## src/hw/rtl/assert_macros.svh

```systemverilog
// Assertion macros shared by the fader RTL.
`ifndef ASSERT_MACROS_SVH
`define ASSERT_MACROS_SVH

// Check that an expression holds at every clock edge outside reset.
`define CHK_ALWAYS(lbl, expr, msg) \
	lbl: assert property (@(posedge clk) disable iff (!arst_n) (expr)) else $error(msg);

// Check that a condition holds in the cycle after an antecedent.
`define CHK_NEXT(lbl, ante, cons, msg) \
	lbl: assert property (@(posedge clk) disable iff (!arst_n) (ante) |=> (cons)) else $error(msg);

`endif

```

## src/hw/rtl/mlf_pkg.sv

```systemverilog
// Types, constants and command codes of the multichannel LED fader.
package mlf_pkg;

	localparam int CHANNELS         = 5;
	localparam int MAX_LEVEL        = 100;
	localparam int FULL_BRIGHTNESS  = 100;
	localparam int PWM_FULL_SCALE   = 5000;
	localparam int FADE_STEPS_RESET = 50;

	localparam int CMD_W  = 2;
	localparam int CH_W   = 3;
	localparam int LVL_W  = 7;
	localparam int STEP_W = 8;
	localparam int PWM_W  = 13;

	localparam int CH_IDX_W = (CHANNELS > 1) ? $clog2(CHANNELS) : 1;

	// current*brightness, then divided by FULL_BRIGHTNESS through a reciprocal
	localparam int GPROD_W      = 2 * LVL_W;
	localparam int GOAL_SHIFT   = 24;
	localparam int GOAL_RECIP   = (2**GOAL_SHIFT + FULL_BRIGHTNESS - 1) / FULL_BRIGHTNESS;
	localparam int GOAL_RECIP_W = $clog2(GOAL_RECIP + 1);

	// applied*PWM_FULL_SCALE, then divided by MAX_LEVEL through a reciprocal
	localparam int PPROD_W     = LVL_W + $clog2(PWM_FULL_SCALE + 1);
	localparam int PWM_SHIFT   = 26;
	localparam int PWM_RECIP   = (2**PWM_SHIFT + MAX_LEVEL - 1) / MAX_LEVEL;
	localparam int PWM_RECIP_W = $clog2(PWM_RECIP + 1);

	typedef enum logic [CMD_W-1:0] {
		CMD_TICK       = 2'd0,
		CMD_SET_TARGET = 2'd1,
		CMD_SET_BRIGHT = 2'd2,
		CMD_ARM        = 2'd3
	} cmd_code_t;

	typedef enum logic {
		DIV_TARGET = 1'b0,
		DIV_GOAL   = 1'b1
	} div_sel_t;

	typedef struct packed {
		cmd_code_t         command;
		logic [CH_W-1:0]   channel_index;
		logic [LVL_W-1:0]  level;
	} fader_cmd_t;

	typedef struct packed {
		logic [CH_W-1:0]   out_channel;
		logic [PWM_W-1:0]  pwm_duty;
		logic [LVL_W-1:0]  scaled_level;
		logic              fade_done;
		logic              last;
	} fader_res_t;

	typedef struct packed {
		logic     capture;
		logic     set_target;
		logic     set_bright;
		logic     ch_clr;
		logic     ch_inc;
		logic     tick_begin;
		logic     mul_cur;
		logic     mul_goal;
		logic     arm_mark;
		logic     dec;
		logic     div_start;
		div_sel_t div_sel;
		logic     upd_cur;
		logic     upd_app;
		logic     mul_pwm;
		logic     pwm_fin;
		logic     emit;
	} ctrl_t;

	typedef struct packed {
		cmd_code_t command;
		logic      fading;
		logic      ch_last;
		logic      div_done;
		logic      div_busy;
		logic      app_eq;
		logic      out_free;
	} stat_t;

endpackage

```

## src/hw/rtl/mlf_div.sv

```systemverilog
// Iterative signed floor divider, one quotient bit per cycle.
module mlf_div (
	input  logic                        clk,
	input  logic                        arst_n,
	input  logic                        start,
	input  logic signed [mlf_pkg::LVL_W:0]   num,
	input  logic [mlf_pkg::STEP_W-1:0]  den,
	output logic                        busy,
	output logic                        done,
	output logic signed [mlf_pkg::LVL_W+1:0] quot
);
	import mlf_pkg::*;

	localparam int QW  = LVL_W + 1;
	localparam int CNT_W = $clog2(QW);

	logic [CNT_W-1:0]  cnt_q;
	logic              busy_q;
	logic              done_q;
	logic              neg_q;
	logic [STEP_W-1:0] rem_q;
	logic [QW-1:0]     dvd_q;
	logic [STEP_W-1:0] den_q;

	logic [QW-1:0]     mag;
	logic [STEP_W:0]   trial;
	logic [STEP_W:0]   diff;
	logic              ge;
	logic              rem_nz;
	logic [QW:0]       q_ext;
	logic [QW:0]       q_neg;

	always_comb begin
		mag    = num[LVL_W] ? QW'(-num) : QW'(num);
		trial  = {rem_q, dvd_q[QW-1]};
		diff   = trial - {1'b0, den_q};
		ge     = trial >= {1'b0, den_q};
		rem_nz = rem_q != '0;
		q_ext  = {1'b0, dvd_q};
		// floor for negative: -q when exact, otherwise -q-1 which is ~q
		q_neg  = ~q_ext + {{QW{1'b0}}, !rem_nz};
		quot   = $signed(neg_q ? q_neg : q_ext);
	end

	assign busy = busy_q;
	assign done = done_q;

	always_ff @(posedge clk or negedge arst_n) begin
		if (!arst_n) begin
			busy_q <= 1'b0;
			done_q <= 1'b0;
			cnt_q  <= '0;
		end else begin
			done_q <= 1'b0;
			if (start) begin
				busy_q <= 1'b1;
				cnt_q  <= '0;
			end else if (busy_q) begin
				cnt_q <= cnt_q + 1'b1;
				if (cnt_q == CNT_W'(QW - 1)) begin
					busy_q <= 1'b0;
					done_q <= 1'b1;
				end
			end
		end
	end

	always_ff @(posedge clk) begin
		if (start) begin
			neg_q <= num[LVL_W];
			rem_q <= '0;
			dvd_q <= mag;
			den_q <= den;
		end else if (busy_q) begin
			rem_q <= ge ? diff[STEP_W-1:0] : trial[STEP_W-1:0];
			dvd_q <= {dvd_q[QW-2:0], ge};
		end
	end

endmodule

```

## src/hw/rtl/mlf_dp.sv

```systemverilog
// Fader datapath: channel state, multipliers, divider and result register.
module mlf_dp (
	input  logic                         clk,
	input  logic                         arst_n,
	input  mlf_pkg::ctrl_t               ctl,
	output mlf_pkg::stat_t               sts,
	input  mlf_pkg::fader_cmd_t          cmd,
	input  logic                         cfg_valid,
	input  logic [mlf_pkg::STEP_W-1:0]   cfg_data,
	input  logic                         res_stall,
	output logic                         res_valid,
	output mlf_pkg::fader_res_t          res
);
	import mlf_pkg::*;

	localparam int GMUL_W = GPROD_W + GOAL_RECIP_W;
	localparam int GOAL_W = GMUL_W - GOAL_SHIFT;
	localparam int PMUL_W = PPROD_W + PWM_RECIP_W;

	logic [LVL_W-1:0]  target_q  [CHANNELS];
	logic [LVL_W-1:0]  current_q [CHANNELS];
	logic [LVL_W-1:0]  applied_q [CHANNELS];
	logic [STEP_W-1:0] steps_q   [CHANNELS];
	logic [LVL_W-1:0]  bright_q;
	logic [STEP_W-1:0] fade_steps_q;
	logic [CH_IDX_W-1:0] ch_q;
	logic              done_q;
	logic              res_valid_q;

	fader_cmd_t        item_q;
	logic [STEP_W-1:0] div_q;
	logic [GPROD_W-1:0] gprod_q;
	logic [LVL_W-1:0]  goal_q;
	logic [PPROD_W-1:0] pprod_q;
	logic [PWM_W-1:0]  pwm_q;
	fader_res_t        res_q;

	logic [LVL_W-1:0]  tgt, cur, app;
	logic [STEP_W-1:0] steps;
	logic [STEP_W-1:0] arm_n;
	logic [LVL_W-1:0]  sat_lvl, sat_bright;
	logic              tgt_ok;
	logic [GMUL_W-1:0] gmul;
	logic [GOAL_W-1:0] goal_wide;
	logic [LVL_W-1:0]  goal_sat;
	logic [PMUL_W-1:0] pmul;
	logic              all_le1;
	logic              later;
	logic signed [LVL_W:0]   div_num;
	logic signed [LVL_W+1:0] quot;
	logic signed [LVL_W+1:0] cur_sum, app_sum;
	logic              div_busy, div_done;

	always_comb begin
		tgt   = target_q[ch_q];
		cur   = current_q[ch_q];
		app   = applied_q[ch_q];
		steps = steps_q[ch_q];
		arm_n = (fade_steps_q == '0) ? STEP_W'(1) : fade_steps_q;

		tgt_ok     = item_q.channel_index < CH_W'(CHANNELS);
		sat_lvl    = (item_q.level > LVL_W'(MAX_LEVEL)) ? LVL_W'(MAX_LEVEL) : item_q.level;
		sat_bright = (item_q.level > LVL_W'(FULL_BRIGHTNESS)) ?
			LVL_W'(FULL_BRIGHTNESS) : item_q.level;

		gmul      = GMUL_W'(gprod_q) * GMUL_W'(GOAL_RECIP);
		goal_wide = gmul[GMUL_W-1:GOAL_SHIFT];
		goal_sat  = (goal_wide > GOAL_W'(MAX_LEVEL)) ? LVL_W'(MAX_LEVEL) : goal_wide[LVL_W-1:0];
		pmul      = PMUL_W'(pprod_q) * PMUL_W'(PWM_RECIP);

		all_le1 = 1'b1;
		later   = 1'b0;
		for (int j = 0; j < CHANNELS; j++) begin
			if (steps_q[j] > STEP_W'(1))
				all_le1 = 1'b0;
			if ((CH_IDX_W'(j) > ch_q) && (steps_q[j] != '0))
				later = 1'b1;
		end

		if (ctl.div_sel == DIV_GOAL)
			div_num = $signed({1'b0, goal_q}) - $signed({1'b0, app});
		else
			div_num = $signed({1'b0, tgt}) - $signed({1'b0, cur});

		cur_sum = $signed({2'b00, cur}) + quot;
		app_sum = $signed({2'b00, app}) + quot;

		sts.command  = item_q.command;
		sts.fading   = steps != '0;
		sts.ch_last  = ch_q == CH_IDX_W'(CHANNELS - 1);
		sts.div_done = div_done;
		sts.div_busy = div_busy;
		sts.app_eq   = app == goal_q;
		sts.out_free = !res_valid_q || !res_stall;
	end

	mlf_div u_div (
		.clk    (clk),
		.arst_n (arst_n),
		.start  (ctl.div_start),
		.num    (div_num),
		.den    (div_q),
		.busy   (div_busy),
		.done   (div_done),
		.quot   (quot)
	);

	always_ff @(posedge clk or negedge arst_n) begin
		if (!arst_n) begin
			for (int i = 0; i < CHANNELS; i++) begin
				target_q[i]  <= '0;
				current_q[i] <= '0;
				applied_q[i] <= '0;
				steps_q[i]   <= '0;
			end
			bright_q     <= LVL_W'(FULL_BRIGHTNESS);
			fade_steps_q <= STEP_W'(FADE_STEPS_RESET);
			ch_q         <= '0;
			done_q       <= 1'b0;
			res_valid_q  <= 1'b0;
		end else begin
			if (cfg_valid)
				fade_steps_q <= cfg_data;
			if (ctl.set_target && tgt_ok)
				target_q[item_q.channel_index[CH_IDX_W-1:0]] <= sat_lvl;
			if (ctl.set_bright)
				bright_q <= sat_bright;
			if (ctl.ch_clr)
				ch_q <= '0;
			else if (ctl.ch_inc)
				ch_q <= ch_q + 1'b1;
			if (ctl.tick_begin)
				done_q <= all_le1;
			if (ctl.arm_mark && ((cur != tgt) || (app != goal_q)))
				steps_q[ch_q] <= arm_n;
			if (ctl.dec)
				steps_q[ch_q] <= steps - 1'b1;
			if (ctl.upd_cur)
				current_q[ch_q] <= cur_sum[LVL_W-1:0];
			if (ctl.upd_app)
				applied_q[ch_q] <= app_sum[LVL_W-1:0];
			// hold the result until the receiver takes it
			if (ctl.emit)
				res_valid_q <= 1'b1;
			else if (!res_stall)
				res_valid_q <= 1'b0;
		end
	end

	always_ff @(posedge clk) begin
		if (ctl.capture)
			item_q <= cmd;
		if (ctl.dec)
			div_q <= steps;
		if (ctl.mul_cur)
			gprod_q <= GPROD_W'(cur) * GPROD_W'(bright_q);
		if (ctl.mul_goal)
			goal_q <= goal_sat;
		if (ctl.mul_pwm)
			pprod_q <= PPROD_W'(app) * PPROD_W'(PWM_FULL_SCALE);
		if (ctl.pwm_fin)
			pwm_q <= PWM_W'(pmul[PMUL_W-1:PWM_SHIFT]);
		if (ctl.emit) begin
			res_q.out_channel  <= CH_W'(ch_q);
			res_q.pwm_duty     <= pwm_q;
			res_q.scaled_level <= app;
			res_q.fade_done    <= done_q;
			res_q.last         <= !later;
		end
	end

	assign res_valid = res_valid_q;
	assign res       = res_q;

endmodule

```

## src/hw/rtl/mlf_ctrl.sv

```systemverilog
// Fader controller: sequences set, arm and tick requests over the channels.
module mlf_ctrl (
	input  logic            clk,
	input  logic            arst_n,
	input  logic            cmd_valid,
	output logic            cmd_stall,
	output mlf_pkg::ctrl_t  ctl,
	input  mlf_pkg::stat_t  sts
);
	import mlf_pkg::*;

	typedef enum logic [3:0] {
		S_IDLE,
		S_DISPATCH,
		S_ARM_MUL,
		S_ARM_GOAL,
		S_ARM_MARK,
		S_TK_CHK,
		S_TK_DIV1,
		S_TK_WAIT1,
		S_TK_MUL,
		S_TK_GOAL,
		S_TK_CMP,
		S_TK_WAIT2,
		S_TK_PWM,
		S_TK_PWM2,
		S_TK_EMIT
	} state_t;

	state_t state_q, state_d;

	always_comb begin
		ctl     = '0;
		state_d = state_q;
		case (state_q)
			S_IDLE: begin
				if (cmd_valid) begin
					ctl.capture = 1'b1;
					state_d     = S_DISPATCH;
				end
			end
			S_DISPATCH: begin
				case (sts.command)
					CMD_SET_TARGET: begin
						ctl.set_target = 1'b1;
						state_d        = S_IDLE;
					end
					CMD_SET_BRIGHT: begin
						ctl.set_bright = 1'b1;
						state_d        = S_IDLE;
					end
					CMD_ARM: begin
						ctl.ch_clr = 1'b1;
						state_d    = S_ARM_MUL;
					end
					CMD_TICK: begin
						ctl.ch_clr     = 1'b1;
						ctl.tick_begin = 1'b1;
						state_d        = S_TK_CHK;
					end
					default: state_d = S_IDLE;
				endcase
			end
			S_ARM_MUL: begin
				ctl.mul_cur = 1'b1;
				state_d     = S_ARM_GOAL;
			end
			S_ARM_GOAL: begin
				ctl.mul_goal = 1'b1;
				state_d      = S_ARM_MARK;
			end
			S_ARM_MARK: begin
				ctl.arm_mark = 1'b1;
				if (sts.ch_last) begin
					state_d = S_IDLE;
				end else begin
					ctl.ch_inc = 1'b1;
					state_d    = S_ARM_MUL;
				end
			end
			S_TK_CHK: begin
				if (sts.fading) begin
					ctl.dec = 1'b1;
					state_d = S_TK_DIV1;
				end else if (sts.ch_last) begin
					state_d = S_IDLE;
				end else begin
					ctl.ch_inc = 1'b1;
				end
			end
			S_TK_DIV1: begin
				ctl.div_start = 1'b1;
				ctl.div_sel   = DIV_TARGET;
				state_d       = S_TK_WAIT1;
			end
			S_TK_WAIT1: begin
				if (sts.div_done) begin
					ctl.upd_cur = 1'b1;
					state_d     = S_TK_MUL;
				end
			end
			S_TK_MUL: begin
				ctl.mul_cur = 1'b1;
				state_d     = S_TK_GOAL;
			end
			S_TK_GOAL: begin
				ctl.mul_goal = 1'b1;
				state_d      = S_TK_CMP;
			end
			S_TK_CMP: begin
				// skip the second step when the scaled level already sits on its goal
				if (sts.app_eq) begin
					state_d = S_TK_PWM;
				end else begin
					ctl.div_start = 1'b1;
					ctl.div_sel   = DIV_GOAL;
					state_d       = S_TK_WAIT2;
				end
			end
			S_TK_WAIT2: begin
				if (sts.div_done) begin
					ctl.upd_app = 1'b1;
					state_d     = S_TK_PWM;
				end
			end
			S_TK_PWM: begin
				ctl.mul_pwm = 1'b1;
				state_d     = S_TK_PWM2;
			end
			S_TK_PWM2: begin
				ctl.pwm_fin = 1'b1;
				state_d     = S_TK_EMIT;
			end
			S_TK_EMIT: begin
				if (sts.out_free) begin
					ctl.emit = 1'b1;
					if (sts.ch_last) begin
						state_d = S_IDLE;
					end else begin
						ctl.ch_inc = 1'b1;
						state_d    = S_TK_CHK;
					end
				end
			end
			default: state_d = S_IDLE;
		endcase
	end

	always_ff @(posedge clk or negedge arst_n) begin
		if (!arst_n) begin
			state_q <= S_IDLE;
		end else begin
			state_q <= state_d;
		end
	end

	assign cmd_stall = state_q != S_IDLE;

endmodule

```

## src/hw/rtl/multichannel_led_fader_core.sv

```systemverilog
// Top level of the multichannel LED fader.
//
// Request channel (cmd_valid, cmd_stall, cmd): each request is a tick, a
// channel target write, a brightness write or an arm. A request is taken at
// an edge with cmd_valid high and cmd_stall low; cmd_stall stays high while a
// request is worked on, so one request is handled at a time.
// Result channel (res_valid, res_stall, res): a tick gives one result per
// fading channel in channel order; the final one has last set. A tick uses
// the bit-serial divider once or twice per fading channel.
// A stalled result waits in the output register; the walk over the channels
// pauses at the next result until the receiver takes the pending one.
// Configuration (cfg_valid, cfg_ready, cfg_data) writes the fade step count;
// cfg_ready is always high. Reset clears all levels and steps, sets full
// brightness and a fade of 50 ticks, and leaves the block ready at once.
`include "assert_macros.svh"

module multichannel_led_fader_core (
	input  logic                        clk,
	input  logic                        arst_n,
	input  logic                        cmd_valid,
	output logic                        cmd_stall,
	input  mlf_pkg::fader_cmd_t         cmd,
	output logic                        res_valid,
	input  logic                        res_stall,
	output mlf_pkg::fader_res_t         res,
	input  logic                        cfg_valid,
	output logic                        cfg_ready,
	input  logic [mlf_pkg::STEP_W-1:0]  cfg_data
);
	import mlf_pkg::*;

	ctrl_t ctl;
	stat_t sts;

	assign cfg_ready = 1'b1;

	mlf_ctrl u_ctrl (
		.clk       (clk),
		.arst_n    (arst_n),
		.cmd_valid (cmd_valid),
		.cmd_stall (cmd_stall),
		.ctl       (ctl),
		.sts       (sts)
	);

	mlf_dp u_dp (
		.clk       (clk),
		.arst_n    (arst_n),
		.ctl       (ctl),
		.sts       (sts),
		.cmd       (cmd),
		.cfg_valid (cfg_valid),
		.cfg_data  (cfg_data),
		.res_stall (res_stall),
		.res_valid (res_valid),
		.res       (res)
	);

	`CHK_NEXT(a_accept_busy, cmd_valid && !cmd_stall, cmd_stall, "request taken but block not busy")
	`CHK_ALWAYS(a_emit_free, !ctl.emit || sts.out_free, "result loaded over a pending one")
	`CHK_ALWAYS(a_idle_div, cmd_stall || !sts.div_busy, "divider running while idle")

endmodule
```

## config.mk

```make
export PLATFORM = sky130hd
export DESIGN_NAME = multichannel_led_fader_core
export DESIGN_NICKNAME = d
export VERILOG_FILES = /design/src/hw/rtl/mlf_pkg.sv /design/src/hw/rtl/mlf_div.sv /design/src/hw/rtl/mlf_dp.sv /design/src/hw/rtl/mlf_ctrl.sv /design/src/hw/rtl/multichannel_led_fader_core.sv
export VERILOG_INCLUDE_DIRS = /design/src /design/src/hw/rtl
export SDC_FILE = /design/constraint.sdc
export NUM_CORES = 1
export LEC_CHECK = 0
export ABC_CLOCK_PERIOD_IN_PS = 6610
export BUFFER_PORTS_ARGS = -buffer_cell sky130_fd_sc_hd__buf_2
export CAP_MARGIN = 20
export CORE_UTILIZATION = 37
export DETAILED_ROUTE_END_ITERATION = 6
export GPL_TIMING_DRIVEN = 0
export HOLD_SLACK_MARGIN = 0.05
export PLACE_DENSITY_LB_ADDON = 0.3
export REMOVE_ABC_BUFFERS = 1
export SYNTH_ARGS = -nofsm -noshare
export SYNTH_HDL_FRONTEND = slang
export SYNTH_HIERARCHICAL = 1
export SYNTH_SLANG_ARGS = --single-unit
```

## constraint.sdc

```tcl
create_clock -name clk -period 6.61 [get_ports clk]
set_clock_uncertainty 0.2 [all_clocks]
set_input_delay 0.9915 -clock clk [delete_from_list [all_inputs] [get_ports clk]]
set_output_delay 0.9915 -clock clk [all_outputs]
set_load 0.01 [all_outputs]
```

==> results of run 1 <==
[metal layers]
layer  track usage  vias up  wire length [um]
met5             0        -                 0
met4        0.0447        0              1400
met3        0.0224       89              2250
met2         0.291      316             29000
met1         0.223     8887             27000
li1              -     8656                 -
[area by class of cell]
cell class	count	area (um^2)	share of cell area
tap	940	1180	0.0401
clock inverter	18	128	0.00436
sequential	295	7920	0.270
inverter	425	1600	0.0544
multi-input combinational	1727	16700	0.570
timing repair buffer	107	781	0.0266
clock buffer	48	1010	0.0345
[placed cells by master (no fill, tap or decap), types with 11 or more instances in the layout]
cell,count
a211oi_1,24
a21o_1,37
a21oi_1,100
a22o_1,14
and2_1,11
buf_2,51
buf_4,43
clkbuf_16,39
dfrtp_1,165
edfxtp_1,113
fa_1,228
ha_1,370
inv_1,424
mux2_2,59
mux2i_1,23
mux4_2,21
nand2_1,210
nand2b_1,21
nand3_1,24
nor2_1,99
nor2b_1,35
nor3_1,22
o21a_1,15
o21ai_0,138
o21bai_1,17
xnor2_1,56
xor2_1,27
[flip-flops by register name, summed over array words and instances, names as in the netlist, 4 cells and up, named ones only]
name               flops
u_dp/u_div/rem_q       8
u_dp/div_q             8
u_dp/steps_q          35
u_dp/bright_q          7
u_dp/item_q           10
u_dp/u_div/dvd_q       8
u_dp/goal_q            7
u_dp/u_div/den_q       8
u_dp/target_q         35
u_dp/fade_steps_q      8
u_ctrl/state_q         4
u_dp/pprod_q          17
u_dp/current_q        35
u_dp/res              25
u_dp/gprod_q          14
u_dp/applied_q        35
u_dp/pwm_q            13
[path summary, 6_finish.rpt]
check	from	endpoint	slack (ns)	cells after the start
max in group asynchronous	arst_n	u_dp/bright_q[5]	5.08	2
setup reg to reg	u_dp/gprod_q[11]	u_dp/goal_q[1]	0.22	20
min in group clk	u_dp/div_q[3]	u_dp/u_div/den_q[3]	0.21	0
hold reg to reg	u_dp/div_q[3]	u_dp/u_div/den_q[3]	0.21	0
setup / recovery	u_dp/gprod_q[11]	u_dp/goal_q[1]	0.22	20
hold / removal	arst_n	u_dp/fade_steps_q[6]	0.20	1
[timing repair]
action | in CTS | in global routing
endpoints found under the hold margin | 0 | 0
pin swaps | 0 | 14
hold buffers | 0 | 0
setup buffers | 13 | 27
endpoints found under the setup margin | 18 | 11
resized for setup | 8 | 16
[worst max-delay path, cell delays in order, from the launching register on]
cell      delay, ns
edfxtp_1       0.51
buf_6          0.18
ha_1           0.31
inv_2          0.09
fa_1           0.46
fa_1           0.56
inv_1          0.06
fa_1           0.53
inv_1          0.06
fa_1           0.53
inv_1          0.04
ha_1           0.32
ha_4           0.29
nand4_1        0.16
or4_4          0.56
or3_1          0.35
o22a_2         0.26
a21oi_2        0.15
o211ai_2       0.13
or3_4          0.39
a21oi_2        0.14
[stage by stage]
| step | cells | utilization | area (um^2) | TNS [ns] |
|---|---|---|---|---|
| floorplan | 2447 | - | 26000 | -17.36 |
| global placement | 3438 | 0.391 | 27500 | -567.32 |
| detailed placement | 3452 | 0.394 | 27700 | -4.10 |
| CTS | 3531 | 0.412 | 29000 | 0 |
| global route | 3560 | 0.417 | 29300 | -0.0346 |
| finish | 3560 | 0.417 | 29300 | 0 |
==> results.md, run 1 <==
* Root Buffer: clkbuf_16
* Total of max-cap violations at 0
* H-tree depth at 2
* CP startpoint kind: flip-flop
* Via count at 17900
* WL per Instance at 16.8 um
* Status: finished clean
* Inserted Clock Buffers at 36
* DR pass1 iterations at 5
* Endpoints failing setup at 0
* Synth Area per Inst at 10.5 um^2
* Share of layout cells above drive strength 1 at 0.115
* Pre-CTS WS at -0.719 ns
* Die Height at 269 um
* Final ANT Viol Nets at 0
* Hold Vio Cnt, Final at 0
* Sink Count at 295
* Worst-Margin Slew at 1.12 ns
* Placer Congestion at 0.886
* Layout area overhead at 11.3%
* Synthesized area at 26300 um^2
* Final WS setup at 0.217 ns
* Io pins at 53
* DP HPWL at 47.4 mm
* Initial Utilization at 0.375
* Crit Path Class: reg -> reg
* Final nets at 3222
* Filler Cells Inserted at 6802
* Worst min-delay path category: in -> async
* Cell row count at 97
* N_diodes at 0
* WP data required at 6.81 ns
* First-pass GRT wire length at 97.3 mm
* Worst Hold Margin at 0.196 ns
* Max Slew Vio Count at 0
* CP Max Fanout at 5
* Pin count of the biggest net entering global routing at 103
* Cells after synthesis at 2512
* Reg clk slew, reported paths at 0.06 ns
* Yosys Warn Count at 6
* Slew Limit Headroom at 0.248
* DRT iter0 DRCs at 863
* IO buf count at 51
* Routed wire length at 59.7 mm
* Worst-Skew Late Latency at 0.56 ns
* Final min period at 6.39 ns
* DRC at 0
* Gr usage total at 0.169
* Core area at 70300 um^2
* Crit. End Element: flip-flop
* F_max at 156 MHz
* Mean number of vias per cell at 5.04
* Full die area at 72300 um^2
* Vias in the first global route at 18900
* Initial antenna violation count at 0
* CTS tree: built
* Die Width at 269 um
* CP arrival at 6.60 ns
* Tcrit/Tclk final at 0.967
* Max Root-Sink Buffers at 3
* GR Overflow Total at 0
Power of run 1 is left out: the tool's default activity adds up to more than one toggle a clock period on the data nets, which glitch-free logic cannot reach.
==> run 2, diff against run 1 <==
--- a/config.mk
+++ b/config.mk
@@ -9,6 +9,7 @@
 export ABC_CLOCK_PERIOD_IN_PS = 6610
 export BUFFER_PORTS_ARGS = -buffer_cell sky130_fd_sc_hd__buf_2
 export CAP_MARGIN = 20
+export CORE_ASPECT_RATIO = 0.6
 export CORE_UTILIZATION = 37
 export DETAILED_ROUTE_END_ITERATION = 6
 export GPL_TIMING_DRIVEN = 0
==> results.md, run 2 (synthesis results as in run 1) <==
* Die Height at 209 um (was 269 um)
* DRT iter0 DRCs at 1144 (was 863)
* Worst min-delay path category: reg -> reg (was in -> async)
* GR Overflow Total at 0 (unchanged)
* Final nets at 3221 (was 3222)
* Crit. End Element: flip-flop (unchanged)
* Max Slew Vio Count at 0 (unchanged)
* Endpoints failing setup at 0 (unchanged)
* Final ANT Viol Nets at 0 (unchanged)
* Final cell count without fillers at 3540 (was 3560)
* Die Width at 346 um (was 269 um)
* Most common cell after layout, fill and taps aside: inv_1 (unchanged)
* Full die area at 72300 um^2 (about the same)
* DRC at 0 (unchanged)
* Met2 Use GR at 0.248 (was 0.291)
* F_max at 156 MHz (about the same)
* WL per Instance at 17.9 um (was 16.8 um)
* Via count at 18100 (was 17900)
* CP arrival at 6.61 ns (was 6.60 ns)
* CP startpoint kind: flip-flop (unchanged)
* H-tree depth at 2 (unchanged)
* Worst-Margin Slew at 1.25 ns (was 1.12 ns)
* Vias in the first global route at 18500 (was 18900)
* Hold Vio Cnt, Final at 0 (unchanged)
* CP Max Fanout at 5 (unchanged)
* Core area at 70100 um^2 (was 70300 um^2)
* Root Buffer: clkbuf_16 (unchanged)
* Met3 GRT Util at 0.0345 (was 0.0224)
* GR Layer Usage met1 at 0.285 (was 0.223)
* Initial antenna violation count at 0 (unchanged)
* Final min period at 6.42 ns (was 6.39 ns)
* Most Used Layer, Global Route: met1 (was met2)
* Reg clk slew, reported paths at 0.06 ns (about the same)
* Initial Utilization at 0.376 (was 0.375)
* Layout area overhead at 11.2% (was 11.3%)
* Placer Congestion at 0.920 (was 0.886)
* CTS tree: built (unchanged)
* Io pins at 53 (unchanged)
* Worst-Skew Late Latency at 0.55 ns (was 0.56 ns)
* N_diodes at 0 (unchanged)
* Routed wire length at 63.5 mm (was 59.7 mm)
* WP data required at 6.80 ns (was 6.81 ns)
* Gr usage total at 0.179 (was 0.169)
* Slew Limit Headroom at 0.166 (was 0.248)
* Crit Path Class: reg -> reg (unchanged)
* Max Root-Sink Buffers at 3 (unchanged)
* First-pass GRT wire length at 103 mm (was 97.3 mm)
* Tcrit/Tclk final at 0.972 (was 0.967)
* Status: finished clean (unchanged)
* Sink Count at 295 (unchanged)
* IO buf count at 51 (unchanged)
* Share of layout cells above drive strength 1 at 0.119 (was 0.115)
* Inst Count DP at 3436 (was 3452)
* Inserted Clock Buffers at 34 (was 36)
* Cell row count at 75 (was 97)
* Pin count of the biggest net entering global routing at 99 (was 103)
* Total of max-cap violations at 0 (unchanged)
* Commonest cells after routing, fill and taps aside: 424 x inv_1, 370 x ha_1, 224 x fa_1 (was 424 x inv_1, 370 x ha_1, 228 x fa_1)
* Hold-fix buffers, CTS at 0 (unchanged)
* Mean number of vias per cell at 5.12 (was 5.04)
* DR pass1 iterations at 5 (unchanged)
* DP HPWL at 49.8 mm (was 47.4 mm)
-- run 2: changes by cell type in the layout (fill, tap and decap cells not counted), moves of 3 or more --
cell | previous run | this run
clkbuf_1 | 9 | 6
a22o_2 | 0 | 4
fa_1 | 228 | 224
clkinv_1 | 3 | 0
fa_2 | 1 | 5
a22o_1 | 14 | 10
-- run 2: final timing paths --
path	startpoint	to	slack, ns	depth (start not counted)
max	u_dp/gprod_q[8]	u_dp/goal_q[1]	0.19	16
max in group asynchronous	arst_n	u_dp/bright_q[6]	5.00	2
min in group asynchronous	arst_n	u_dp/applied_q[23]	0.25	1
min reg2reg	u_dp/pwm_q[10]	u_dp/res[19]	0.22	0
min	u_dp/pwm_q[10]	u_dp/res[19]	0.22	0
max reg2reg	u_dp/gprod_q[8]	u_dp/goal_q[1]	0.19	16
-- run 2: cell type report --
| cell class | instances | area [um^2] |
|---|---|---|
| Clock buffer | 45 | 976 |
| Clock inverter | 16 | 153 |
| Fill cell | 6582 | 40800 |
| Inverter | 425 | 1600 |
| Multi-Input combinational cell | 1727 | 16700 |
| Sequential cell | 295 | 7920 |
| Tap cell | 924 | 1160 |
| Timing Repair Buffer | 108 | 786 |
-- run 2: worst max-delay path, cell delays in order (launching register included) --
cell and delay (ns):
edfxtp_1 0.40, buf_4 0.18, fa_2 0.62, fa_1 0.47, fa_1 0.53, fa_1 0.58, fa_1 0.49, ha_1 0.34
ha_1 0.34, nand4_1 0.13, or4_4 0.55, or3_1 0.35, o22a_2 0.23, a21oi_2 0.16, o211ai_2 0.13, or3_4 0.43
a21oi_1 0.14
-- run 2: metal layers --
layer / share of wire / wire (um) / vias to the layer above
met5: 0 / 0 / -
met4: 0.014 / 891 / 0
met3: 0.065 / 4160 / 61
met2: 0.40 / 25500 / 459
met1: 0.52 / 33000 / 8956
li1: - / - / 8637
-- run 2: repair_timing --
action                                  in CTS  in global routing
gates cloned                                 0                  0
gates resized for setup                     13                 17
setup buffers                               21                 20
endpoints found under the hold margin        0                  0
endpoints found under the setup margin      18                 11
pin swaps                                    1                 15
-- run 2: metrics by stage --
| stage | utilization | hold WS (ns) | TNS, ns | cell area, um^2 | worst slack (ns) |
|---|---|---|---|---|---|
| 6_report | 0.418 | 0.215 | 0 | 29300 | 0.188 |
| 5_1_grt | 0.418 | 0.223 | -0.00456 | 29300 | -0.00456 |
| 4_1_cts | 0.414 | 0.212 | 0 | 29000 | 0.0111 |
| 3_5_place_dp | 0.395 | 0.205 | -4.16 | 27700 | -0.763 |
| 3_3_place_gp | 0.392 | 0.206 | -554.94 | 27500 | -5.04 |
| 2_1_floorplan | - | 0.200 | -17.36 | 26000 | -0.831 |
Power of run 2 is left out for the same reason.
==> run 3, diff against run 2 <==
--- a/config.mk
+++ b/config.mk
@@ -10,6 +10,7 @@
 export BUFFER_PORTS_ARGS = -buffer_cell sky130_fd_sc_hd__buf_2
 export CAP_MARGIN = 20
 export CORE_ASPECT_RATIO = 0.6
+export CORE_MARGIN = 2
 export CORE_UTILIZATION = 37
 export DETAILED_ROUTE_END_ITERATION = 6
 export GPL_TIMING_DRIVEN = 0
@@ -18,5 +19,4 @@
 export REMOVE_ABC_BUFFERS = 1
 export SYNTH_ARGS = -nofsm -noshare
 export SYNTH_HDL_FRONTEND = slang
-export SYNTH_HIERARCHICAL = 1
 export SYNTH_SLANG_ARGS = --single-unit
==> results.md, run 3 <==
* Area leader, netlist: ha_1
* Die Height at 209 um (about the same)
* DRC at 0 (unchanged)
* Most common cell after layout, fill and taps aside: inv_1 (unchanged)
* F_max at 156 MHz (about the same)
* Fraction of registers with async set/reset at 0.590
* Reg clk slew, reported paths at 0.07 ns (was 0.06 ns)
* Max Root-Sink Buffers at 3 (unchanged)
* Cells after synthesis at 2399 (was 2512)
* Final cell count without fillers at 3430 (was 3540)
* Die Width at 346 um (about the same)
* Synthesized area at 25900 um^2 (was 26300 um^2)
* Pin count of the biggest net entering global routing at 100 (was 99)
* Total of max-cap violations at 0 (unchanged)
* Tcrit/Tclk final at 0.972 (about the same)
* Routed wire length at 66.2 mm (was 63.5 mm)
* Cell row count at 75 (unchanged)
* CP Max Fanout at 4 (was 5)
* Main area contributors after synthesis: ha_1 18%, fa_1 18%, dfrtp_1 16%
* Post-synth EDFFs at 113
* CTS tree: built (unchanged)
* Worst-Skew Late Latency at 0.60 ns (was 0.55 ns)
* Crit. Startpoint: u_dp.pprod_q[8] (was u_dp/gprod_q[8])
* Endpoints failing setup at 0 (unchanged)
* GR Overflow Total at 0 (unchanged)
* Max incr delay on CP at 0.60 ns (was 0.62 ns)
* Inserted Clock Buffers at 31 (was 34)
* Worst min-delay path category: in -> async (was reg -> reg)
* Inst Count DP at 3332 (was 3436)
* Io pins at 53 (unchanged)
* Most frequent cell on the critical path: fa_1 (unchanged)
* RR Endpoint: u_dp.pwm_q[12] (was u_dp/goal_q[1])
* IO buf count at 51 (unchanged)
* Unique masters post-synth at 85
* WL per Instance at 19.3 um (was 17.9 um)
* Worst-Margin Slew at 1.07 ns (was 1.25 ns)
* Gr usage total at 0.183 (was 0.179)
* Initial antenna violation count at 0 (unchanged)
* Yosys top cell area share at 0.181
* DR pass1 iterations at 6 (was 5)
* Crit Reg-Reg Startpoint: u_dp.pprod_q[8] (was u_dp/gprod_q[8])
* Share of layout cells above drive strength 1 at 0.130 (was 0.119)
* Commonest cells after routing, fill and taps aside: 403 x inv_1, 372 x ha_1, 226 x fa_1 (was 424 x inv_1, 370 x ha_1, 224 x fa_1)
* Met3 GRT Util at 0.0465 (was 0.0345)
* Status: finished clean (unchanged)
* CP cell instances: fa_1 -> inv_1 -> fa_1 -> inv_1 -> fa_1 -> inv_1 -> fa_1 -> inv_1 -> fa_1 -> fa_1 -> ha_4 -> nand3_2 -> o211ai_1 -> nor3_2 -> a31oi_4 -> a21oi_4 -> a21boi_2 -> o211ai_1 -> a311oi_2 -> xnor2_1 (was buf_4 -> fa_2 -> fa_1 -> fa_1 -> fa_1 -> fa_1 -> ha_1 -> ha_1 -> nand4_1 -> or4_4 -> or3_1 -> o22a_2 -> a21oi_2 -> o211ai_2 -> or3_4 -> a21oi_1)
* Final min period at 6.43 ns (was 6.42 ns)
* Final nets at 3113 (was 3221)
* Mean number of vias per cell at 5.16 (was 5.12)
* N_diodes at 0 (unchanged)
* Hold Vio Cnt, Final at 0 (unchanged)
* Layout area overhead at 10.9% (was 11.2%)
* Crit Path Class: reg -> reg (unchanged)
* Yosys reg bits at 295
* WP data required at 6.76 ns (was 6.80 ns)
* CP startpoint kind: flip-flop (unchanged)
* CP arrival at 6.57 ns (was 6.61 ns)
* Reg2reg path depth at 20 (was 16)
* GR Layer Usage met1 at 0.297 (was 0.285)
* Full die area at 72200 um^2 (was 72300 um^2)
* Max Slew Vio Count at 0 (unchanged)
* Synth Area per Inst at 10.8 um^2 (was 10.5 um^2)
* Initial Utilization at 0.372 (was 0.376)
* Placer Congestion at 0.914 (was 0.920)
* Register area share after synthesis at 0.305
* Synth Flop Type: dfrtp_1
* H-tree depth at 1 (was 2)
* Root Buffer: clkbuf_16 (unchanged)
* Via count at 17700 (was 18100)
* First-pass GRT wire length at 103 mm (about the same)
* Most Used Layer, Global Route: met1 (unchanged)
* Core area at 69600 um^2 (was 70100 um^2)
* Slew Limit Headroom at 0.287 (was 0.166)
* Synth top cells by count: 403 x inv_1, 375 x ha_1, 229 x fa_1
* Final ANT Viol Nets at 0 (unchanged)
* Most frequent cell after synthesis: inv_1
* Sink Count at 295 (unchanged)
* DP HPWL at 52.3 mm (was 49.8 mm)
* Critical path's slowest cell: fa_1 (was fa_2)
* Yosys Warn Count at 0 (was 6)
* DRT iter0 DRCs at 1183 (was 1144)
* R2R setup slack at 0.18 ns (was 0.19 ns)
* Crit. End Element: flip-flop (unchanged)
* Vias in the first global route at 17800 (was 18500)
* Met2 Use GR at 0.241 (was 0.248)
## run 3: what timing repair did
action | in CTS | in global routing
gates resized for setup | 16 | 30
buffers inserted | 21 | 21
pin swaps | 2 | 7
setup endpoints to repair | 45 | 15
hold buffers | 0 | 0
## run 3: worst max-delay path by stage
stage                                  end
final                       u_dp.pwm_q[12]
after global routing      u_dp.gprod_q[12]
after CTS                   u_dp.pwm_q[11]
after detailed placement  u_dp.gprod_q[13]
after global placement    u_dp.gprod_q[13]
after floorplan           u_dp.gprod_q[13]
## run 3: worst max-delay path: cells and delay by family (launching register included)
family	cells	cell delay, ns
adders and majority gates	7	3.44
AOI/OAI and AO/OA	6	1.46
DFF	1	0.48
buffers and inverters	4	0.27
and+or+nand+nor	2	0.22
xor gates and xnor gates	1	0.11
## run 3: cells by family (layout without fill, tap and decap cells)
group,Yosys count,count (layout),synth area share
DFF,295,295,0.305
AOI/OAI and AO/OA,388,388,0.0975
and+or+nand+nor,431,431,0.0804
buffers and inverters,460,567,0.0685
adders and majority gates,604,604,0.358
xor gates and xnor gates,85,85,0.0287
muxes,135,135,0.0613
other,1,1,0.000145
## run 3: cell type report
cell class                 count  area [um^2]
fill                        6638        40900
multi-input combinational   1644        16400
sequential                   295         7930
inverter                     408         1530
tap                          924         1160
clock buffer                  38          812
timing repair buffer         104          736
clock inverter                17          148
## run 3: metrics by stage
step	setup slack [ns]	util	instance area, um^2	TNS, ns	hold slack [ns]
floorplan	0.144	-	25700	0	0.200
global placement	-1.96	0.389	27100	-75.69	0.208
CTS	0.00294	0.409	28400	0	0.153
detailed placement	-0.887	0.392	27300	-15.35	0.205
global route	-0.0256	0.413	28700	-0.0607	0.172
finish	0.182	0.413	28700	0	0.150
## run 3: metal layers
layer  vias to the layer above  part of all wire
met4                         0             0.015
met3                        68             0.084
li1                       8302                 -
met5                         -                 0
met1                      8784              0.52
met2                       538              0.38
Power of run 3 is left out for the same reason.
